<file path="src/design/adcfc_pkg.sv">
// ----------------------------------------------------------------------------
// adcfc_pkg: shared constants and types
// Widths, op codes, status codes and sizes of the averaging history for the
// converter frame capture block.
// ----------------------------------------------------------------------------
`default_nettype none

package adcfc_pkg;

    // sizes
    localparam int CHANNELS      = 4;
    localparam int AVG_LOG2      = 3;              // history depth is a power of two
    localparam int AVERAGE_DEPTH = 1 << AVG_LOG2;
    localparam int CH_W          = (CHANNELS > 1) ? $clog2(CHANNELS) : 1;
    localparam int HIST_ADDR_W   = CH_W + AVG_LOG2;
    localparam int HIST_DEPTH    = 1 << HIST_ADDR_W;

    // field widths
    localparam int OP_W     = 2;
    localparam int RAW_W    = 24;
    localparam int STATUS_W = 8;
    localparam int RCH_W    = 3;
    localparam int CODE_W   = 21;
    localparam int SAMPLE_W = 25;
    localparam int SUM_W    = CODE_W + AVG_LOG2;
    localparam int ERR_W    = 4;
    localparam int RUN_W    = 2;
    localparam int FR_W     = 2;
    localparam int GCH_W    = 3;

    localparam logic [RCH_W:0] CH_LIMIT = (RCH_W + 1)'(CHANNELS);

    // ops
    localparam logic [OP_W-1:0] OP_START   = 2'd0;
    localparam logic [OP_W-1:0] OP_FRAME   = 2'd1;
    localparam logic [OP_W-1:0] OP_ACQUIRE = 2'd2;
    localparam logic [OP_W-1:0] OP_READ    = 2'd3;

    // converter status decode
    localparam int            STATUS_ERR_BIT = 7;
    localparam logic [2:0]    ACCEPT_CODE    = 3'd4;
    localparam logic [ERR_W-1:0] ERROR_LIMIT = 4'd10;

    // sampling state
    localparam logic [RUN_W-1:0] RUN_STOPPED = 2'd0;
    localparam logic [RUN_W-1:0] RUN_WAIT    = 2'd1;
    localparam logic [RUN_W-1:0] RUN_READY   = 2'd2;

    // frame outcome
    localparam logic [FR_W-1:0] FR_ACCEPTED = 2'd0;
    localparam logic [FR_W-1:0] FR_REJECTED = 2'd1;
    localparam logic [FR_W-1:0] FR_IGNORED  = 2'd2;
    localparam logic [FR_W-1:0] FR_STOPPED  = 2'd3;

    typedef struct packed {
        logic                     granted;
        logic [FR_W-1:0]          frame_result;
        logic signed [CODE_W-1:0] code;
    } result_t;

endpackage

`default_nettype wire

</file>
<file path="src/design/adcfc_ram.sv">
// ----------------------------------------------------------------------------
// adcfc_ram: generic single-port-write, single-port-read RAM
// One write and one read per cycle, read data registered.
// ----------------------------------------------------------------------------
`default_nettype none

module adcfc_ram #(
    parameter int WIDTH = 8,
    parameter int DEPTH = 32,
    localparam int AW   = (DEPTH > 1) ? $clog2(DEPTH) : 1
) (
    input  wire logic             clk,
    input  wire logic             we,
    input  wire logic [AW-1:0]    waddr,
    input  wire logic [WIDTH-1:0] wdata,
    input  wire logic [AW-1:0]    raddr,
    output logic      [WIDTH-1:0] rdata
);

    logic [WIDTH-1:0] mem [DEPTH];

    always_ff @(posedge clk) begin
        if (we) begin
            mem[waddr] <= wdata;
        end
        rdata <= mem[raddr];
    end

endmodule

`default_nettype wire

</file>
<file path="src/design/adc_frame_capture_moving_average.sv">
// ----------------------------------------------------------------------------
// adc_frame_capture_moving_average: converter frame capture with averaging
//
//   channel | direction | handshake         | carries
//   --------+-----------+-------------------+---------------------------------
//   s_      | in        | s_valid / s_ready | op, raw code, status, read request
//   m_      | out       | m_valid / m_ready | grant, channel, code, status
//   cfg_    | in        | cfg_we            | bias offset
//
// start, frame, acquire and unfiltered reads go from idle to push; a
// filtered read first passes read, write and average, for the registered
// history ram read and the read-modify-write of the per-channel running sum.
// reset (aresetn low, synchronous) stops sampling, clears counters, the bias,
// stored sample, running sums, ring positions and history valid bits.
// the result sits in an output register; a new word is taken while it waits,
// and only a second result waits for m_ready.
// ----------------------------------------------------------------------------
`default_nettype none

module adc_frame_capture_moving_average (
    input  wire logic                                 aclk,
    input  wire logic                                 aresetn,
    // configuration
    input  wire logic                                 cfg_we,
    input  wire logic [adcfc_pkg::RAW_W-1:0]          cfg_wdata,
    // input words
    input  wire logic                                 s_valid,
    output logic                                      s_ready,
    input  wire logic [adcfc_pkg::OP_W-1:0]           s_op,
    input  wire logic [adcfc_pkg::RAW_W-1:0]          s_raw_code,
    input  wire logic [adcfc_pkg::STATUS_W-1:0]       s_status_byte,
    input  wire logic [adcfc_pkg::RCH_W-1:0]          s_read_channel,
    input  wire logic                                 s_use_filter,
    // result words
    output logic                                      m_valid,
    input  wire logic                                 m_ready,
    output logic                                      m_granted,
    output logic signed [adcfc_pkg::GCH_W-1:0]        m_granted_channel,
    output logic signed [adcfc_pkg::CODE_W-1:0]       m_code_value,
    output logic [adcfc_pkg::FR_W-1:0]                m_frame_result,
    output logic [adcfc_pkg::RUN_W-1:0]               m_sampling_state
);

    import adcfc_pkg::*;

    // sequencer codes
    localparam logic [2:0] ST_IDLE  = 3'd0;
    localparam logic [2:0] ST_READ  = 3'd1;   // history read issued
    localparam logic [2:0] ST_WRITE = 3'd2;   // old entry back, write new, update sum
    localparam logic [2:0] ST_AVG   = 3'd3;   // divide updated sum
    localparam logic [2:0] ST_PUSH  = 3'd4;   // hand result to output register

    logic [2:0]                state_reg, state_next;
    logic [RUN_W-1:0]          run_reg, run_next;
    logic [ERR_W-1:0]          err_reg, err_next;
    logic                      lastv_reg, lastv_next;
    logic signed [SAMPLE_W-1:0] sample_reg, sample_next;
    logic [RAW_W-1:0]          bias_reg;
    result_t                   res_reg, res_next;
    logic signed [CODE_W-1:0]  code_reg, code_next;
    logic [CH_W-1:0]           ch_reg, ch_next;

    // per-channel ring position and running sum of the history entries
    logic [AVG_LOG2-1:0]       pos_reg [CHANNELS];
    logic signed [SUM_W-1:0]   sum_reg [CHANNELS];

    // history entries never written read as zero
    logic [HIST_DEPTH-1:0]     hist_vld_reg;
    logic                      vld_q_reg;

    logic                      m_valid_reg;
    logic                      m_granted_reg;
    logic signed [GCH_W-1:0]   m_gch_reg;
    logic signed [CODE_W-1:0]  m_code_reg;
    logic [FR_W-1:0]           m_fr_reg;
    logic [RUN_W-1:0]          m_run_reg;

    logic [HIST_ADDR_W-1:0]    hist_addr;
    logic [CODE_W-1:0]         hist_rdata;
    logic                      hist_we;
    logic signed [CODE_W-1:0]  old_entry;
    logic signed [SUM_W-1:0]   sum_cur;
    logic signed [SUM_W-1:0]   sum_upd;
    logic signed [SUM_W-1:0]   sum_adj;
    logic signed [CODE_W-1:0]  avg_code;

    logic                      frame_ok;
    logic                      chan_ok;
    logic [ERR_W-1:0]          err_inc;
    logic signed [SAMPLE_W-1:0] sample_shift;
    logic signed [CODE_W-1:0]  read_code;
    logic                      out_free;
    logic                      filt_accept;

    // ---------------- decode of the incoming word ----------------
    assign frame_ok = !s_status_byte[STATUS_ERR_BIT] && (s_status_byte[2:0] == ACCEPT_CODE);
    assign chan_ok  = ({1'b0, s_read_channel} < CH_LIMIT);
    assign err_inc  = err_reg + 1'b1;

    // arithmetic shift by 4 is floor division, same as the signed rounding rule
    assign sample_shift = sample_reg >>> 4;
    // only channel 0 is ever written by frames; other channels read zero
    assign read_code = (s_read_channel == '0) ? sample_shift[CODE_W-1:0] : '0;

    assign filt_accept = s_valid && s_ready && (s_op == OP_READ) && chan_ok && s_use_filter;

    // ---------------- history ram and running sum ----------------
    assign hist_addr = {ch_reg, pos_reg[ch_reg]};
    assign hist_we   = (state_reg == ST_WRITE);

    adcfc_ram #(
        .WIDTH (CODE_W),
        .DEPTH (HIST_DEPTH)
    ) u_hist_ram (
        .clk   (aclk),
        .we    (hist_we),
        .waddr (hist_addr),
        .wdata (code_reg),
        .raddr (hist_addr),
        .rdata (hist_rdata)
    );

    assign old_entry = vld_q_reg ? signed'(hist_rdata) : '0;
    assign sum_cur   = sum_reg[ch_reg];
    // replace the oldest entry: add the new code, drop the one it overwrites
    assign sum_upd   = sum_cur + SUM_W'(code_reg) - SUM_W'(old_entry);
    // divide by the depth, truncated toward zero
    assign sum_adj   = sum_cur + (sum_cur[SUM_W-1] ? SUM_W'(AVERAGE_DEPTH - 1) : '0);
    assign avg_code  = CODE_W'(sum_adj >>> AVG_LOG2);

    assign out_free = !m_valid_reg || m_ready;
    assign s_ready  = (state_reg == ST_IDLE);

    // ---------------- sequencer ----------------
    always_comb begin
        state_next  = state_reg;
        run_next    = run_reg;
        err_next    = err_reg;
        lastv_next  = lastv_reg;
        sample_next = sample_reg;
        res_next    = res_reg;
        code_next   = code_reg;
        ch_next     = ch_reg;
        unique case (state_reg)
            ST_IDLE: begin
                if (s_valid) begin
                    res_next   = '0;
                    ch_next    = s_read_channel[CH_W-1:0];
                    state_next = ST_PUSH;
                    unique case (s_op)
                        OP_START: begin
                            run_next = RUN_WAIT;
                            err_next = '0;
                        end
                        OP_FRAME: begin
                            priority if (run_reg == RUN_STOPPED) begin
                                res_next.frame_result = FR_IGNORED;
                            end else if (frame_ok) begin
                                sample_next = signed'({1'b0, s_raw_code})
                                            - signed'({1'b0, bias_reg});
                                lastv_next  = 1'b1;
                                run_next    = RUN_READY;
                                err_next    = '0;
                                res_next.frame_result = FR_ACCEPTED;
                            end else if (err_inc >= ERROR_LIMIT) begin
                                run_next = RUN_STOPPED;
                                err_next = '0;
                                res_next.frame_result = FR_STOPPED;
                            end else begin
                                err_next = err_inc;
                                res_next.frame_result = FR_REJECTED;
                            end
                        end
                        OP_ACQUIRE: begin
                            if (run_reg == RUN_READY) begin
                                res_next.granted = 1'b1;
                                run_next         = RUN_WAIT;
                            end
                        end
                        OP_READ: begin
                            if (chan_ok) begin
                                res_next.code = read_code;
                                if (s_use_filter) begin
                                    code_next  = read_code;
                                    state_next = ST_READ;
                                end
                            end
                        end
                        default: ;
                    endcase
                end
            end
            ST_READ:  state_next = ST_WRITE;
            ST_WRITE: state_next = ST_AVG;
            ST_AVG: begin
                res_next.code = avg_code;
                state_next    = ST_PUSH;
            end
            ST_PUSH: begin
                if (out_free) begin
                    state_next = ST_IDLE;
                end
            end
            default: state_next = ST_IDLE;
        endcase
    end

    always_ff @(posedge aclk) begin
        if (!aresetn) begin
            state_reg    <= ST_IDLE;
            run_reg      <= RUN_STOPPED;
            err_reg      <= '0;
            lastv_reg    <= 1'b0;
            sample_reg   <= '0;
            bias_reg     <= '0;
            hist_vld_reg <= '0;
            m_valid_reg  <= 1'b0;
            for (int i = 0; i < CHANNELS; i++) begin
                pos_reg[i] <= '0;
                sum_reg[i] <= '0;
            end
        end else begin
            state_reg  <= state_next;
            run_reg    <= run_next;
            err_reg    <= err_next;
            lastv_reg  <= lastv_next;
            sample_reg <= sample_next;
            if (cfg_we) begin
                bias_reg <= cfg_wdata;
            end
            if (state_reg == ST_WRITE) begin
                hist_vld_reg[hist_addr] <= 1'b1;
                sum_reg[ch_reg]         <= sum_upd;
                pos_reg[ch_reg]         <= pos_reg[ch_reg] + 1'b1;
            end
            if (state_reg == ST_PUSH && out_free) begin
                m_valid_reg <= 1'b1;
            end else if (m_ready) begin
                m_valid_reg <= 1'b0;
            end
        end
    end

    // payload registers
    always_ff @(posedge aclk) begin
        res_reg   <= res_next;
        code_reg  <= code_next;
        ch_reg    <= ch_next;
        vld_q_reg <= hist_vld_reg[hist_addr];
        if (state_reg == ST_PUSH && out_free) begin
            m_granted_reg <= res_reg.granted;
            m_fr_reg      <= res_reg.frame_result;
            m_code_reg    <= res_reg.code;
            m_gch_reg     <= lastv_reg ? '0 : '1;
            m_run_reg     <= run_reg;
        end
    end

    assign m_valid           = m_valid_reg;
    assign m_granted         = m_granted_reg;
    assign m_granted_channel = m_gch_reg;
    assign m_code_value      = m_code_reg;
    assign m_frame_result    = m_fr_reg;
    assign m_sampling_state  = m_run_reg;

    // ---------------- checks ----------------
    // the error count clears when it reaches the limit, so it never holds it
    a_err_below_limit: assert property (@(posedge aclk) disable iff (!aresetn)
        err_reg < ERROR_LIMIT)
        else $error("error count reached limit");

    // a successful acquire always leaves sampling waiting
    a_grant_waits: assert property (@(posedge aclk) disable iff (!aresetn)
        (m_valid && m_granted) |-> (m_sampling_state == RUN_WAIT))
        else $error("grant without waiting state");

    // a frame that stopped sampling reports the stopped state
    a_stop_reported: assert property (@(posedge aclk) disable iff (!aresetn)
        (m_valid && m_frame_result == FR_STOPPED) |-> (m_sampling_state == RUN_STOPPED))
        else $error("stop not reflected in sampling state");

    // a filtered read goes through the history read
    a_filter_path: assert property (@(posedge aclk) disable iff (!aresetn)
        filt_accept |=> (state_reg == ST_READ))
        else $error("filtered read skipped history");

endmodule

`default_nettype wire

</file>
<file path="config.mk">
export PLATFORM = sky130hd
export DESIGN_NAME = adc_frame_capture_moving_average
export DESIGN_NICKNAME = d
export VERILOG_FILES = /design/src/design/adcfc_pkg.sv /design/src/design/adcfc_ram.sv /design/src/design/adc_frame_capture_moving_average.sv
export SDC_FILE = /design/constraint.sdc
export NUM_CORES = 1
export LEC_CHECK = 0
export BUFFER_PORTS_ARGS = -buffer_cell sky130_fd_sc_hd__buf_2
export CORE_MARGIN = 2
export CORE_UTILIZATION = 55
export DETAILED_ROUTE_END_ITERATION = 16
export PLACE_DENSITY = 0.85
export SLEW_MARGIN = 25
export SYNTH_ARGS = -nofsm -noshare
export SYNTH_HDL_FRONTEND = slang
export SYNTH_SLANG_ARGS = --single-unit
</file>
<file path="constraint.sdc">
create_clock -name aclk -period 3.9 [get_ports aclk]
set_input_delay 0.78 -clock aclk [delete_from_list [all_inputs] [get_ports aclk]]
set_output_delay 0.78 -clock aclk [all_outputs]
set_load 0.02 [all_outputs]
</file>
==> flow_metrics.env <==
export IMPL_period_minus_slack_ns=3.85
export IMPL_synth_top_area_share=0.634
export IMPL_synth_flop_cell="edfxtp_1"
export IMPL_final_cell_mix="edfxtp_1, nor2_1, buf_4, mux4_2, mux2i_1"
export IMPL_crit_required_ns=4.32
export IMPL_synth_cells=2577
export IMPL_slew_viol_final=0
export IMPL_grt_antenna_before_repair=1
export IMPL_drt_iter0_drc=3139
export IMPL_grt_pass1_vias=24672
export IMPL_wire_per_inst_um=26.4
export IMPL_place_hpwl_mm=64.5
export IMPL_seq_area_frac_synth=0.689
export IMPL_cts_sinks=966
export IMPL_rows=99
export IMPL_synth_warnings=0
export IMPL_syn_avg_cell_area_um2=15.7
export IMPL_endpoint_kind="flip-flop"
export IMPL_tritoncts="built"
export IMPL_skew_ns=0.0466
export IMPL_cts_made_buffers=91
export IMPL_cts_buffer_depth=3
export IMPL_synth_edf_count=854
export IMPL_num_antenna_cells=0
export IMPL_viasPerCell=6.33
export IMPL_routed_wl_mm=102
export IMPL_drc=0
export IMPL_async_flop_share=0
export IMPL_grt_pass1_wl_mm=151
export IMPL_die_h_um=275
export IMPL_drtPass1Iterations=6
export IMPL_syn_to_final_growth_pct=15.0
export IMPL_final_common_cell="edfxtp_1"
export IMPL_cts_root_buf="clkbuf_16"
export IMPL_clock_latency_ns=0.67
export IMPL_hold_class="input port to flip-flop"
export IMPL_wl_met1_mm=36.6
export IMPL_core_area_um2=72800
export IMPL_drtAntennaViolNets=0
export IMPL_grt_usage=0.268
export IMPL_io_pins=98
export IMPL_grt_ovfl_total=0
export IMPL_status="finished, final reports clean"
export IMPL_start_util=0.556
export IMPL_hold_start="cfg_wdata[22]"
export IMPL_synthDistinctLibCells=76
export IMPL_drive_above_1_share=0.233
export IMPL_fmaxAchievable_ghz=0.260
export IMPL_tightest_slew_ns=0.999
export IMPL_hold_slack_ns=0.357
export IMPL_worst_slack_ns=0.0514
export IMPL_max_slew_margin=0.330
export IMPL_cp_data_arrival_time_ns=4.27
export IMPL_largest_reg_flops=672
export IMPL_htree_levels=3
export IMPL_die_w_um=275
export IMPL_cp_max_fo=13
export IMPL_synth_area_um2=40500
export IMPL_gp_congestion=0.959
export IMPL_finalHoldViolations=0
export IMPL_met3_length_mm=9.80
export IMPL_io_buffers=93
export IMPL_drv_cap=0
export IMPL_syn_num_nets=2723
export IMPL_routed_top_layer="met5"
export IMPL_p_leak_nw=16.3
export IMPL_place_ws_ns=-0.150
export IMPL_dieArea_um2=75800
export IMPL_worst_setup_path_type="flip-flop to flip-flop"
export IMPL_routed_via_count=24478
export IMPL_synth_largest_area_cell="edfxtp_1"
export IMPL_synth_seq_cells=966
export IMPL_cts_clk_slew_worst_paths_ns=0.06
export IMPL_powerDensity_nw_per_um2=507
export IMPL_grt_max_degree=82
export IMPL_nets=2978
export IMPL_wl_met2_mm=50.7
export IMPL_finalSetupViolCount=0
export IMPL_irDropWorstVdd_uv=371
export IMPL_ys_top_cells_by_area="edfxtp_1, mux4_2, dfxtp_1"
export IMPL_fin_crit_sh=0.987
export IMPL_cp_start_kind="flip-flop"
-- cells by family after synthesis --
| kind of cell | Yosys count | share of synthesized area |
|---|---|---|
| AND/OR/NAND/NOR | 632 | 0.0743 |
| multiplexers | 299 | 0.120 |
| AO/OA/AOI/OAI | 310 | 0.0495 |
| XOR/XNOR | 48 | 0.0104 |
| buffers and inverters | 243 | 0.0275 |
| flip-flops | 966 | 0.689 |
| adder cells (fa/ha/maj) | 79 | 0.0287 |
-- worst max-delay path, stage by stage, from the launching register on --
cell	delay, ns
dfxtp_4	0.39
buf_8	0.14
buf_12	0.17
mux4_2	0.65
ha_1	0.36
a311o_1	0.20
nor3b_1	0.73
nand3_1	0.22
nor2_1	0.18
xnor2_1	0.15
o21ai_0	0.40
-- final timing paths --
kind | to | slack (ns) | cells after the start
worst max-delay path | res_reg[6] | 0.05 | 10
worst min register to register | m_code_value[9] | 0.42 | 0
worst max register to register | res_reg[6] | 0.05 | 10
worst min-delay path | bias_reg[22] | 0.36 | 3
-- synth_stat cells, drive strengths merged, types with 4 or more instances --
cell type	n
edfxtp	854
nor2	238
mux4	147
mux2i	142
nand2	133
inv	127
dfxtp	112
o21ai	71
a21oi	67
clkbuf	58
buf	56
ha	56
and2	50
o22ai	48
nand3	47
xnor2	36
nor3	35
a22oi	31
fa	23
nand4	21
and3	20
nor4	19
a21o	17
or3	16
xor2	12
nand2b	11
or4	11
mux2	10
nor2b	9
a31oi	8
o211ai	8
o21a	8
or2	8
a221oi	7
o311ai	6
and4	5
nor3b	5
a211o	4
a211oi	4
a22o	4
o21bai	4
-- per-stage QoR --
step                      area (um^2)  setup TNS, ns   util  power (W)  std cells
after floorplan                 40500       -0.00292      -     0.0134       2577
after global placement          43100         -0.645  0.591     0.0142       3686
after detailed placement        43100          -1.73  0.591     0.0143       3686
after CTS                       46300              0  0.636     0.0235       3861
after global routing            46500         -0.644  0.639     0.0242       3867
final                           46500              0  0.639     0.0236       3867
-- routing by layer --
metal	global-route usage	vias up
met5	0	-
met4	0.124	2
met3	0.0493	333
met2	0.445	1543
met1	0.346	12224
li1	-	10376
-- report_power, final --
| group | total [W] | switching, W | internal, W |
|---|---|---|---|
| logic | 0.00294 | 0.00170 | 0.00125 |
| registers | 0.0113 | 0.0000694 | 0.0113 |
| clock network | 0.00929 | 0.00392 | 0.00536 |
| total | 0.0236 | 0.00569 | 0.0179 |
-- area by class of cell --
type | count | area, um^2
flip-flops and latches | 966 | 27900
clock inverters | 51 | 616
inverters | 129 | 499
repair buffers | 276 | 2030
fillers | 4780 | 26300
clock buffers | 118 | 2540
well taps | 959 | 1200
multi-input cells | 1368 | 11800
-- what timing repair did --
action | 4_1_cts | 5_1_grt
cloned | 0 | 0
resized for setup | 19 | 55
setup endpoints to repair | 37 | 47
pin swaps | 8 | 10
buffers inserted | 6 | 6
hold buffers | 0 | 0
(Power assumes the default switching activity.)
